--- src/rtl/core/bba_pkg.sv ---
// bba_pkg: shared types and constants of the bitmap block allocator
// no dependencies
package bba_pkg;

	localparam int unsigned MAX_BLOCKS_DEF    = 1024;
	localparam int unsigned MAP_WORD_BITS_DEF = 16;

	localparam int unsigned BYTES_W = 16;
	localparam int unsigned POOL_W  = 11;

	localparam logic [BYTES_W-1:0] BLOCK_BYTES_RST = 16'd64;
	localparam logic [POOL_W-1:0]  POOL_BLOCKS_RST = 11'd1024;

	localparam logic       REG_BLOCK_BYTES = 1'b0;
	localparam logic       REG_POOL_BLOCKS = 1'b1;

	localparam logic       MODE_ALLOC = 1'b0;
	localparam logic       MODE_FREE  = 1'b1;

	localparam logic [1:0] ST_OK      = 2'd0;
	localparam logic [1:0] ST_NO_ROOM = 2'd1;
	localparam logic [1:0] ST_NO_HEAD = 2'd2;

	typedef struct packed {
		logic                mode;
		logic [BYTES_W-1:0]  request_bytes;
		logic [BYTES_W-1:0]  release_offset;
	} bba_in_t;

	typedef struct packed {
		logic [1:0]          status;
		logic [BYTES_W-1:0]  block_offset;
	} bba_out_t;

	typedef struct packed {
		logic                start;
		logic [BYTES_W-1:0]  dividend;
		logic [BYTES_W-1:0]  divisor;
	} bba_div_req_t;

	typedef struct packed {
		logic                done;
		logic [BYTES_W-1:0]  quotient;
		logic [BYTES_W-1:0]  remainder;
	} bba_div_rsp_t;

endpackage

--- src/rtl/core/bitmap_block_allocator_top.sv ---
// bitmap_block_allocator_top: bitmap first-fit block allocator
// Channels: in_valid/in_stall carry one allocate or free transaction
// (bba_in_t); out_valid/out_stall return one result (bba_out_t) for each.
// cfg_valid/cfg_ready write block_bytes (index 0) and pool_blocks (index 1);
// writes are taken at any time but belong to idle periods.
//
// Each transaction runs alone. A serial divider first turns the byte
// request or offset into blocks, then the used and head maps, held in one
// memory of MAX_BLOCKS/MAP_WORD_BITS words (rounded up), are walked block
// by block through a registered read. An allocate scans for a free run (up
// to the pool length), reading the map word anew for each block, then marks
// the run back word by word; a free clears the freed blocks word by word.
//
// Reset clears the configuration to 64 bytes and 1024 blocks and then runs
// a clearing pass over every memory word, during which no transaction is
// accepted. A result waits in its output register while out_stall is high;
// the next transaction is taken once it has left.
module bitmap_block_allocator_top
	import bba_pkg::*;
#(
	parameter int unsigned MAX_BLOCKS    = MAX_BLOCKS_DEF,
	parameter int unsigned MAP_WORD_BITS = MAP_WORD_BITS_DEF
) (
	input  logic               clk,
	input  logic               arst_n,
	input  logic               in_valid,
	output logic               in_stall,
	input  bba_in_t            in_data,
	output logic               out_valid,
	input  logic               out_stall,
	output bba_out_t           out_data,
	input  logic               cfg_valid,
	output logic               cfg_ready,
	input  logic [0:0]         cfg_index,
	input  logic [BYTES_W-1:0] cfg_data
);

	localparam int unsigned WORDS  = (MAX_BLOCKS + MAP_WORD_BITS - 1) / MAP_WORD_BITS;
	localparam int unsigned AW     = (WORDS > 1) ? $clog2(WORDS) : 1;
	localparam int unsigned BW     = (MAP_WORD_BITS > 1) ? $clog2(MAP_WORD_BITS) : 1;
	localparam int unsigned IDX_W  = $clog2(MAX_BLOCKS + 1);
	localparam int unsigned CAP_W  = (IDX_W > POOL_W) ? IDX_W : POOL_W;
	localparam int unsigned PROD_W = 2 * BYTES_W + 1;

	typedef struct packed {
		logic [MAP_WORD_BITS-1:0] used;
		logic [MAP_WORD_BITS-1:0] head;
	} map_word_t;

	typedef enum logic [3:0] {
		S_CLEAR, S_IDLE, S_DIV, S_ARD, S_ASCAN, S_AMUL, S_AMARK, S_AMWR,
		S_FRD, S_FCHK, S_FWR, S_FNEXT, S_OUT
	} state_t;

	map_word_t mem [WORDS];
	map_word_t rd_q;
	map_word_t wr_word;
	logic [AW-1:0] rd_addr, wr_addr;
	logic          rd_en, wr_en;

	state_t             state_q;
	logic [BYTES_W-1:0] bb_q;
	logic [POOL_W-1:0]  pool_q;
	bba_in_t            item_q;
	bba_out_t           res_q;
	logic [IDX_W-1:0]   idx_q;
	logic [IDX_W-1:0]   cnt_q;
	logic [IDX_W-1:0]   need_q;
	logic [IDX_W-1:0]   start_q;
	logic [PROD_W-1:0]  prod_q;
	logic [AW-1:0]      clr_q;
	map_word_t          wbuf_q;
	logic               first_q;

	bba_div_req_t div_req;
	bba_div_rsp_t div_rsp;
	logic [BYTES_W-1:0] bb_eff;
	logic [CAP_W-1:0]   pool_eff;
	logic [CAP_W-1:0]   idx_ext;
	logic [BW-1:0]      bit_sel;
	logic [AW-1:0]      word_sel;
	logic [BYTES_W:0]   need_calc;

	bba_divider u_div (
		.clk    (clk),
		.arst_n (arst_n),
		.req    (div_req),
		.rsp    (div_rsp)
	);

	assign bb_eff   = (bb_q == '0) ? BYTES_W'(1) : bb_q;
	assign pool_eff = (CAP_W'(pool_q) > CAP_W'(MAX_BLOCKS)) ? CAP_W'(MAX_BLOCKS)
	                                                          : CAP_W'(pool_q);
	assign idx_ext  = CAP_W'(idx_q);
	assign bit_sel  = BW'(idx_q % MAP_WORD_BITS);
	assign word_sel = AW'(idx_q / MAP_WORD_BITS);

	assign need_calc = (BYTES_W+1)'(div_rsp.quotient)
	                 + ((div_rsp.remainder != '0) ? (BYTES_W+1)'(1) : '0);

	assign div_req.start    = (state_q == S_IDLE) && in_valid;
	assign div_req.dividend = (in_data.mode == MODE_ALLOC) ? in_data.request_bytes
	                                                         : in_data.release_offset;
	assign div_req.divisor  = bb_eff;

	assign in_stall  = (state_q != S_IDLE);
	assign out_valid = (state_q == S_OUT);
	assign out_data  = res_q;
	assign cfg_ready = 1'b1;

	always_comb begin
		rd_en   = 1'b0;
		rd_addr = word_sel;
		wr_en   = 1'b0;
		wr_addr = word_sel;
		wr_word = wbuf_q;
		case (state_q)
			S_CLEAR: begin
				wr_en   = 1'b1;
				wr_addr = clr_q;
				wr_word = '0;
			end
			S_ARD, S_FRD: rd_en = 1'b1;
			S_AMWR: begin
				wr_en = 1'b1;
				wr_word.used[bit_sel] = 1'b1;
				if (first_q)
					wr_word.head[bit_sel] = 1'b1;
			end
			S_FWR: begin
				wr_en = 1'b1;
				wr_word.used[bit_sel] = 1'b0;
				if (first_q)
					wr_word.head[bit_sel] = 1'b0;
			end
			default: ;
		endcase
	end

	always_ff @(posedge clk) begin
		if (wr_en)
			mem[wr_addr] <= wr_word;
		if (rd_en)
			rd_q <= mem[rd_addr];
	end

	always_ff @(posedge clk or negedge arst_n) begin
		if (!arst_n) begin
			state_q <= S_CLEAR;
			clr_q   <= '0;
			bb_q    <= BLOCK_BYTES_RST;
			pool_q  <= POOL_BLOCKS_RST;
		end else begin
			if (cfg_valid) begin
				if (cfg_index == REG_BLOCK_BYTES)
					bb_q <= cfg_data;
				else
					pool_q <= cfg_data[POOL_W-1:0];
			end
			case (state_q)
				S_CLEAR: begin
					clr_q <= clr_q + 1'b1;
					if (clr_q == AW'(WORDS - 1))
						state_q <= S_IDLE;
				end
				S_IDLE: begin
					if (in_valid) begin
						item_q  <= in_data;
						state_q <= S_DIV;
					end
				end
				S_DIV: begin
					if (div_rsp.done) begin
						res_q <= '0;
						if (item_q.mode == MODE_ALLOC) begin
							need_q  <= need_calc[IDX_W-1:0];
							idx_q   <= '0;
							cnt_q   <= '0;
							if (need_calc == '0
							    || need_calc > (BYTES_W+1)'(pool_eff)) begin
								res_q.status <= ST_NO_ROOM;
								state_q      <= S_OUT;
							end else begin
								state_q <= S_ARD;
							end
						end else begin
							idx_q   <= IDX_W'(div_rsp.quotient);
							first_q <= 1'b1;
							if (div_rsp.quotient >= BYTES_W'(pool_eff)) begin
								res_q.status <= ST_NO_HEAD;
								state_q      <= S_OUT;
							end else begin
								state_q <= S_FRD;
							end
						end
					end
				end
				S_ARD: state_q <= S_ASCAN;
				S_ASCAN: begin
					if (rd_q.used[bit_sel]) begin
						cnt_q <= '0;
					end else if (cnt_q + 1'b1 == need_q) begin
						start_q <= idx_q + 1'b1 - need_q;
						state_q <= S_AMUL;
					end else begin
						cnt_q <= cnt_q + 1'b1;
					end
					if (!(!rd_q.used[bit_sel] && cnt_q + 1'b1 == need_q)) begin
						if (idx_ext + 1'b1 >= pool_eff) begin
							res_q.status <= ST_NO_ROOM;
							state_q      <= S_OUT;
						end else begin
							state_q <= S_ARD;
						end
						idx_q <= idx_q + 1'b1;
					end
				end
				S_AMUL: begin
					prod_q <= PROD_W'(start_q) * PROD_W'(bb_eff);
					idx_q  <= start_q;
					cnt_q  <= '0;
					state_q <= S_AMARK;
				end
				S_AMARK: begin
					if (prod_q > PROD_W'(16'hFFFF)) begin
						res_q.status <= ST_NO_ROOM;
						state_q      <= S_OUT;
					end else begin
						res_q.block_offset <= prod_q[BYTES_W-1:0];
						state_q            <= S_FRD;
						first_q            <= 1'b1;
					end
				end
				S_FRD: begin
					state_q <= S_FCHK;
				end
				S_FCHK: begin
					wbuf_q <= rd_q;
					if (item_q.mode == MODE_ALLOC) begin
						state_q <= S_AMWR;
					end else if (first_q) begin
						if (!rd_q.head[bit_sel]) begin
							res_q.status <= ST_NO_HEAD;
							state_q      <= S_OUT;
						end else begin
							state_q <= S_FWR;
						end
					end else if (rd_q.used[bit_sel] && !rd_q.head[bit_sel]) begin
						state_q <= S_FWR;
					end else begin
						state_q <= S_OUT;
					end
				end
				S_AMWR: begin
					wbuf_q  <= wr_word;
					first_q <= 1'b0;
					cnt_q   <= cnt_q + 1'b1;
					idx_q   <= idx_q + 1'b1;
					if (cnt_q + 1'b1 == need_q)
						state_q <= S_OUT;
					else if (bit_sel == BW'(MAP_WORD_BITS - 1))
						state_q <= S_FRD;
				end
				S_FWR: begin
					wbuf_q  <= wr_word;
					first_q <= 1'b0;
					idx_q   <= idx_q + 1'b1;
					if (first_q && !wbuf_q.used[bit_sel]) begin
						state_q <= S_OUT;
					end else if (idx_ext + 1'b1 >= pool_eff) begin
						state_q <= S_OUT;
					end else if (bit_sel == BW'(MAP_WORD_BITS - 1)) begin
						state_q <= S_FRD;
					end else begin
						state_q <= S_FNEXT;
					end
				end
				S_FNEXT: begin
					if (wbuf_q.used[bit_sel] && !wbuf_q.head[bit_sel])
						state_q <= S_FWR;
					else
						state_q <= S_OUT;
				end
				S_OUT: begin
					if (!out_stall)
						state_q <= S_IDLE;
				end
				default: state_q <= S_IDLE;
			endcase
		end
	end

endmodule

--- src/rtl/core/bba_divider.sv ---
// bba_divider: 16-bit restoring divider, one quotient bit per cycle
// depends on bba_pkg
module bba_divider
	import bba_pkg::*;
(
	input  logic         clk,
	input  logic         arst_n,
	input  bba_div_req_t req,
	output bba_div_rsp_t rsp
);

	localparam int unsigned CNT_W = $clog2(BYTES_W + 1);

	logic [BYTES_W-1:0] quo_q;
	logic [BYTES_W-1:0] rem_q;
	logic [BYTES_W-1:0] dvs_q;
	logic [CNT_W-1:0]   cnt_q;
	logic               busy_q;
	logic               done_q;
	logic [BYTES_W:0]   trial;
	logic [BYTES_W:0]   shifted;

	assign shifted = {rem_q, quo_q[BYTES_W-1]};
	assign trial   = shifted - {1'b0, dvs_q};

	always_ff @(posedge clk or negedge arst_n) begin
		if (!arst_n) begin
			busy_q <= 1'b0;
			done_q <= 1'b0;
			cnt_q  <= '0;
		end else begin
			done_q <= 1'b0;
			if (req.start) begin
				busy_q <= 1'b1;
				cnt_q  <= CNT_W'(BYTES_W);
			end else if (busy_q) begin
				cnt_q <= cnt_q - 1'b1;
				if (cnt_q == CNT_W'(1)) begin
					busy_q <= 1'b0;
					done_q <= 1'b1;
				end
			end
		end
	end

	always_ff @(posedge clk) begin
		if (req.start) begin
			quo_q <= req.dividend;
			rem_q <= '0;
			dvs_q <= req.divisor;
		end else if (busy_q) begin
			if (!trial[BYTES_W]) begin
				rem_q <= trial[BYTES_W-1:0];
				quo_q <= {quo_q[BYTES_W-2:0], 1'b1};
			end else begin
				rem_q <= shifted[BYTES_W-1:0];
				quo_q <= {quo_q[BYTES_W-2:0], 1'b0};
			end
		end
	end

	assign rsp.done      = done_q;
	assign rsp.quotient  = quo_q;
	assign rsp.remainder = rem_q;

endmodule

--- config.mk ---
export PLATFORM = sky130hd
export DESIGN_NAME = bitmap_block_allocator_top
export DESIGN_NICKNAME = d
export VERILOG_FILES = /design/src/rtl/core/bba_pkg.sv /design/src/rtl/core/bitmap_block_allocator_top.sv /design/src/rtl/core/bba_divider.sv
export SDC_FILE = /design/constraint.sdc
export NUM_CORES = 2
export LEC_CHECK = 0
export BUFFER_PORTS_ARGS = -buffer_cell sky130_fd_sc_hd__buf_2
export CAP_MARGIN = 5
export CORE_MARGIN = 2
export CORE_UTILIZATION = 44
export CTS_CLUSTER_DIAMETER = 120
export CTS_CLUSTER_SIZE = 12
export DETAILED_ROUTE_END_ITERATION = 16
export PLACE_DENSITY = 0.58
export SETUP_SLACK_MARGIN = 0.4
export SLEW_MARGIN = 20
export SYNTH_ARGS = -nofsm -noshare
export SYNTH_HDL_FRONTEND = slang
export SYNTH_SLANG_ARGS = --single-unit
--- constraint.sdc ---
create_clock -name clk -period 7.5 [get_ports clk]
set_input_delay 1.125 -clock clk [delete_from_list [all_inputs] [get_ports clk]]
set_output_delay 1.125 -clock clk [all_outputs]
set_load 0.05 [all_outputs]
==> reports/results.md <==
### Synthesis
* **cell area after synthesis** 97730 µm²
* **most common flop cell mapped by yosys** edfxtp_1
* **number of warnings issued by yosys** 0
* **Post-Synthesis Cells** 4991
* **post-synthesis cell type count** 82
* **mean cell area of the mapped netlist** 19.58 µm²
* **count of flip-flops with a built-in enable after synthesis** 2235
* **Async S/R FF share, synth** 1.917%
* **sequential fraction of the synthesis area** 70.13%
* **post-synthesis sequential element count** 2295
* **number of nets in the synthesized netlist** 5311

### Clock network
* **TritonCTS clock tree** yes
* **clk sink count** 2295
* **H-tree lvl count** 4
* **Clock Path Buffers** 3
* **post-cts sizing count** 0
* **number of hold buffers added after cts** 0
* **root buffer cell** clkbuf_16
* **clock edge transition at the registers on the reported setup and hold paths** 70 ps
* **clk_lat worst skew** 900 ps
* **Num CTS Buffers** 209
* **post-CTS setup-driven buffer insertion count** 0

### Die
* **die area** 225900 µm²
* **Core ar.** 221400 µm²
* **die width** 475.3 µm
* **initial core utilization** 44.14%
* **die outline height** 475.3 µm
* **number of ports placed on the die boundary** 76
* **Row Count** 173

### Min path
* **class of the most critical hold timing path** primary input to async pin

### Final layout
* **Register Area** 68540 µm²
* **Fill cells** 17.94k
* **total number of nets in the final design** 5447
* **area of the multi-input gates** 27880 µm²
* **fraction of final layout cells with drive strength greater than 1** 24.42%
* **Syn-to-layout area delta** 10.69%

### STA
* **upper clock frequency limit** 0.1618 GHz
* **setup skew after layout** 73.80 ps
* **Final Cycle Share** 82.39%
* **minimum period implied by the final worst setup slack** 6180 ps
* **Sum Neg Setup Slack** 0 ps
* **slew at the pin with the worst max-slew slack** 1187 ps
* **hold slack final** 407.7 ps
* **total of endpoints with negative setup slack in the final report** 0
* **total count of max-transition violations in the final report** 0
* **Slew HR** 20.85%
* **unrepaired setup endpoints after global routing** no
* **Hold Violations, Final** 0

### Power
* **static power due to leakage** 35.20 nW
* **maximum ir drop on the vdd rail** 0.0003103 V
* **total power consumption of the routed design** 0.03895 W
* **power density relative to cell area** 360.0 nW/µm²

### Drt
* **Pre-Repair DR Iteration Count** 6
* **Residual DRC** 0
* **via density per instance** 5.990
* **residual antenna-violating net count after detailed routing** 0
* **number of vias after detailed routing** 48.88k
* **routed length per instance** 30.98 µm
* **DR iter-0 viols** 5911
* **routed wire length** 252800 µm

### Job
* **Max-Cap Viols** 0

### Place
* **placer congestion estimate** 0.8529
* **number of buffers inserted by port buffering** 74
* **sum of net half-perimeters after detailed placement** 145500 µm

### Global routing
* **number of antenna violations at the first check in global routing** 26
* **first-pass GRT wire length** 363300 µm
* **Overall Global Routing Usage** 22.63%
* **number of global-route vias before repair** 49.82k
* **maximum number of pins on one net before global-route repair** 152
* **global-route congestion overflow total** 0

### Setup path
* **highest fanout seen on the critical path** 14
* **category of the most critical setup path** flop to flop
* **data required time of the worst path** 8090 ps
* **sort of element at the start of the critical path** flop
* **Crit path arrival time** 6770 ps
* **Crit. End Element** flop

### Outcome
* **outcome** finished clean

power by group:
part | leakage (nW) | switching [W] | internal, W
logic | 11.5 | 0.00776 | 0.00478
registers | 20.9 | 0.000502 | 0.0163
clock network | 2.77 | 0.00457 | 0.00504
total | 35.2 | 0.0128 | 0.0261
placed cells by master, fill, tap and decap left out, types with 10 or more instances in the layout:
| cell | netlist | layout |
|---|---|---|
| edfxtp_1 | 2235 | 2235 |
| mux2_2 | 33 | 33 |
| nor2_1 | 158 | 92 |
| dfxtp_1 | 16 | 16 |
| ha_1 | 138 | 138 |
| nor4_1 | 15 | 14 |
| clkbuf_1 | 206 | 38 |
| a221o_1 | 25 | 25 |
| and2_1 | 100 | 100 |
| xnor2_1 | 66 | 66 |
| nor2b_1 | 16 | 15 |
| o221a_2 | 28 | 23 |
| o21ai_0 | 73 | 72 |
| fa_1 | 127 | 127 |
| buf_2 | 66 | 74 |
| a21oi_1 | 61 | 60 |
| o211ai_1 | 10 | 10 |
| buf_4 | 2 | 126 |
| inv_1 | 211 | 211 |
| dfrtp_1 | 42 | 42 |
| o21ai_1 | 11 | 12 |
| a31oi_1 | 15 | 14 |
| nand4_1 | 13 | 13 |
| and3_1 | 31 | 31 |
| xor2_1 | 21 | 21 |
| a211oi_1 | 12 | 12 |
| mux4_2 | 682 | 682 |
| clkbuf_16 | 0 | 210 |
| nor2_4 | 0 | 64 |
| mux2i_1 | 43 | 43 |
| a21o_1 | 20 | 20 |
| nand2_1 | 283 | 281 |
| nand3_1 | 57 | 56 |
| o21a_1 | 12 | 12 |
| nor3_1 | 22 | 21 |
worst paths after layout:
kind	start	to	slack [ps]	cells past startpoint
hold / removal	arst_n	u_div.busy_q$_DFF_PN0_	410	2
hold reg to reg	u_div.rem_q[1]$_SDFFE_PP0P_	u_div.rem_q[1]$_SDFFE_PP0P_	490	2
min in group clk	u_div.rem_q[1]$_SDFFE_PP0P_	u_div.rem_q[1]$_SDFFE_PP0P_	490	2
setup reg to reg	bb_q[12]$_DFFE_PN0P_	prod_q[22]$_DFFE_PP_	1320	19
setup / recovery	bb_q[12]$_DFFE_PN0P_	prod_q[22]$_DFFE_PP_	1320	19
max in group asynchronous	arst_n	bb_q[3]$_DFFE_PN0P_	6530	2
logic make-up after synthesis:
group | after synthesis | share of synthesized area, %
other | 1 | 0.003837
xor gates and xnor gates | 91 | 0.8654
buffers and inverters | 497 | 2.001
adders and majority gates | 265 | 4.368
and+or+nand+nor | 734 | 3.517
muxes | 760 | 16.56
AOI/OAI and AO/OA | 348 | 2.557
DFF | 2295 | 70.13
stage by stage:
stage	area, µm²	worst slack [ps]	instances	util (%)
2_1_floorplan	97730	2079	4991	-
3_5_place_dp	102400	1339	7891	46.26
6_report	108200	1320	8160	48.85
3_3_place_gp	102400	1303	7891	46.26
4_1_cts	108200	1303	8155	48.85
5_1_grt	108200	912.0	8157	48.85
worst max-delay path: stages, from the launching register on:
cell,delay (ps)
dfrtp_1,540
nor3_1,380
a41o_1,480
nand2_1,130
fa_1,470
fa_1,490
inv_1,50
fa_1,450
fa_1,490
inv_1,50
fa_1,470
inv_1,40
ha_1,360
nand3_1,90
nor3_1,320
nor2_1,110
a211oi_1,560
a21o_1,210
a21oi_1,70
xnor2_1,130
registers in the layout (all words and copies together), names as in the netlist:
name and cells:
need_q 11, u_div.rem_q 16, wbuf_q 32, pool_q 11
bb_q 16, clr_q 6, prod_q 27, mem 2048
state_q 4, start_q 11, item_q 1, u_div.dvs_q 16
cnt_q 11, u_div.cnt_q 5, u_div.done_q 1, out_data 18
u_div.busy_q 1, u_div.quo_q 16, first_q 1, idx_ext 11
rd_q 32
synthesized netlist by cell type (all sizes together) (6+ instances only):
master     n  area, µm²
a21oi     61      305.3
mux2i     43      430.4
and2     100      625.6
edfxtp  2235      67110
a31oi     15      93.84
o21ai     84      420.4
mux2      35      394.1
nand2    283       1062
nand4     13      81.33
nand3     57      285.3
inv      211      792.0
and3      31      193.9
xor2      21      183.9
a22oi      9      67.56
nand3b     8      60.06
fa       127       2542
nor2b     16      100.1
buf       78      382.9
o21bai     6      45.04
a21o      20      150.1
a222oi     6      60.06
a211oi    12      90.09
ha       138       1727
clkbuf   206      773.2
a311oi     6      52.55
o31ai      9      72.57
o21a      12      90.09
nor2     158      593.1
o211ai    10      75.07
nand2b     7      43.79
nor4      15      93.84
nor3      22      110.1
xnor2     67      594.3
o221a     28      315.3
a221o     25      250.2
dfxtp     16      320.3
mux4     682      15360
dfrtp     42       1051
metal layers:
layer	routed length, µm	part of all wire [%]	global-route usage [%]	vias to the layer above
li1	-	-	-	20290
met1	104100	41	31.17	26470
met2	121500	48	36.50	1768
met3	17770	7.0	3.983	354
met4	9380	3.7	7.962	6
met5	44	0.017	0	-
final cells by class:
cell class                 instances  area share, %
timing repair buffer             209          1.383
clock inverter                    16         0.3111
inverter                         213         0.7390
tap                             2975          3.441
antenna                            5        0.01157
sequential                      2295          63.35
multi-input combinational       2199          25.77
clock buffer                     248          4.989
Power figures use the tool's default switching activity.
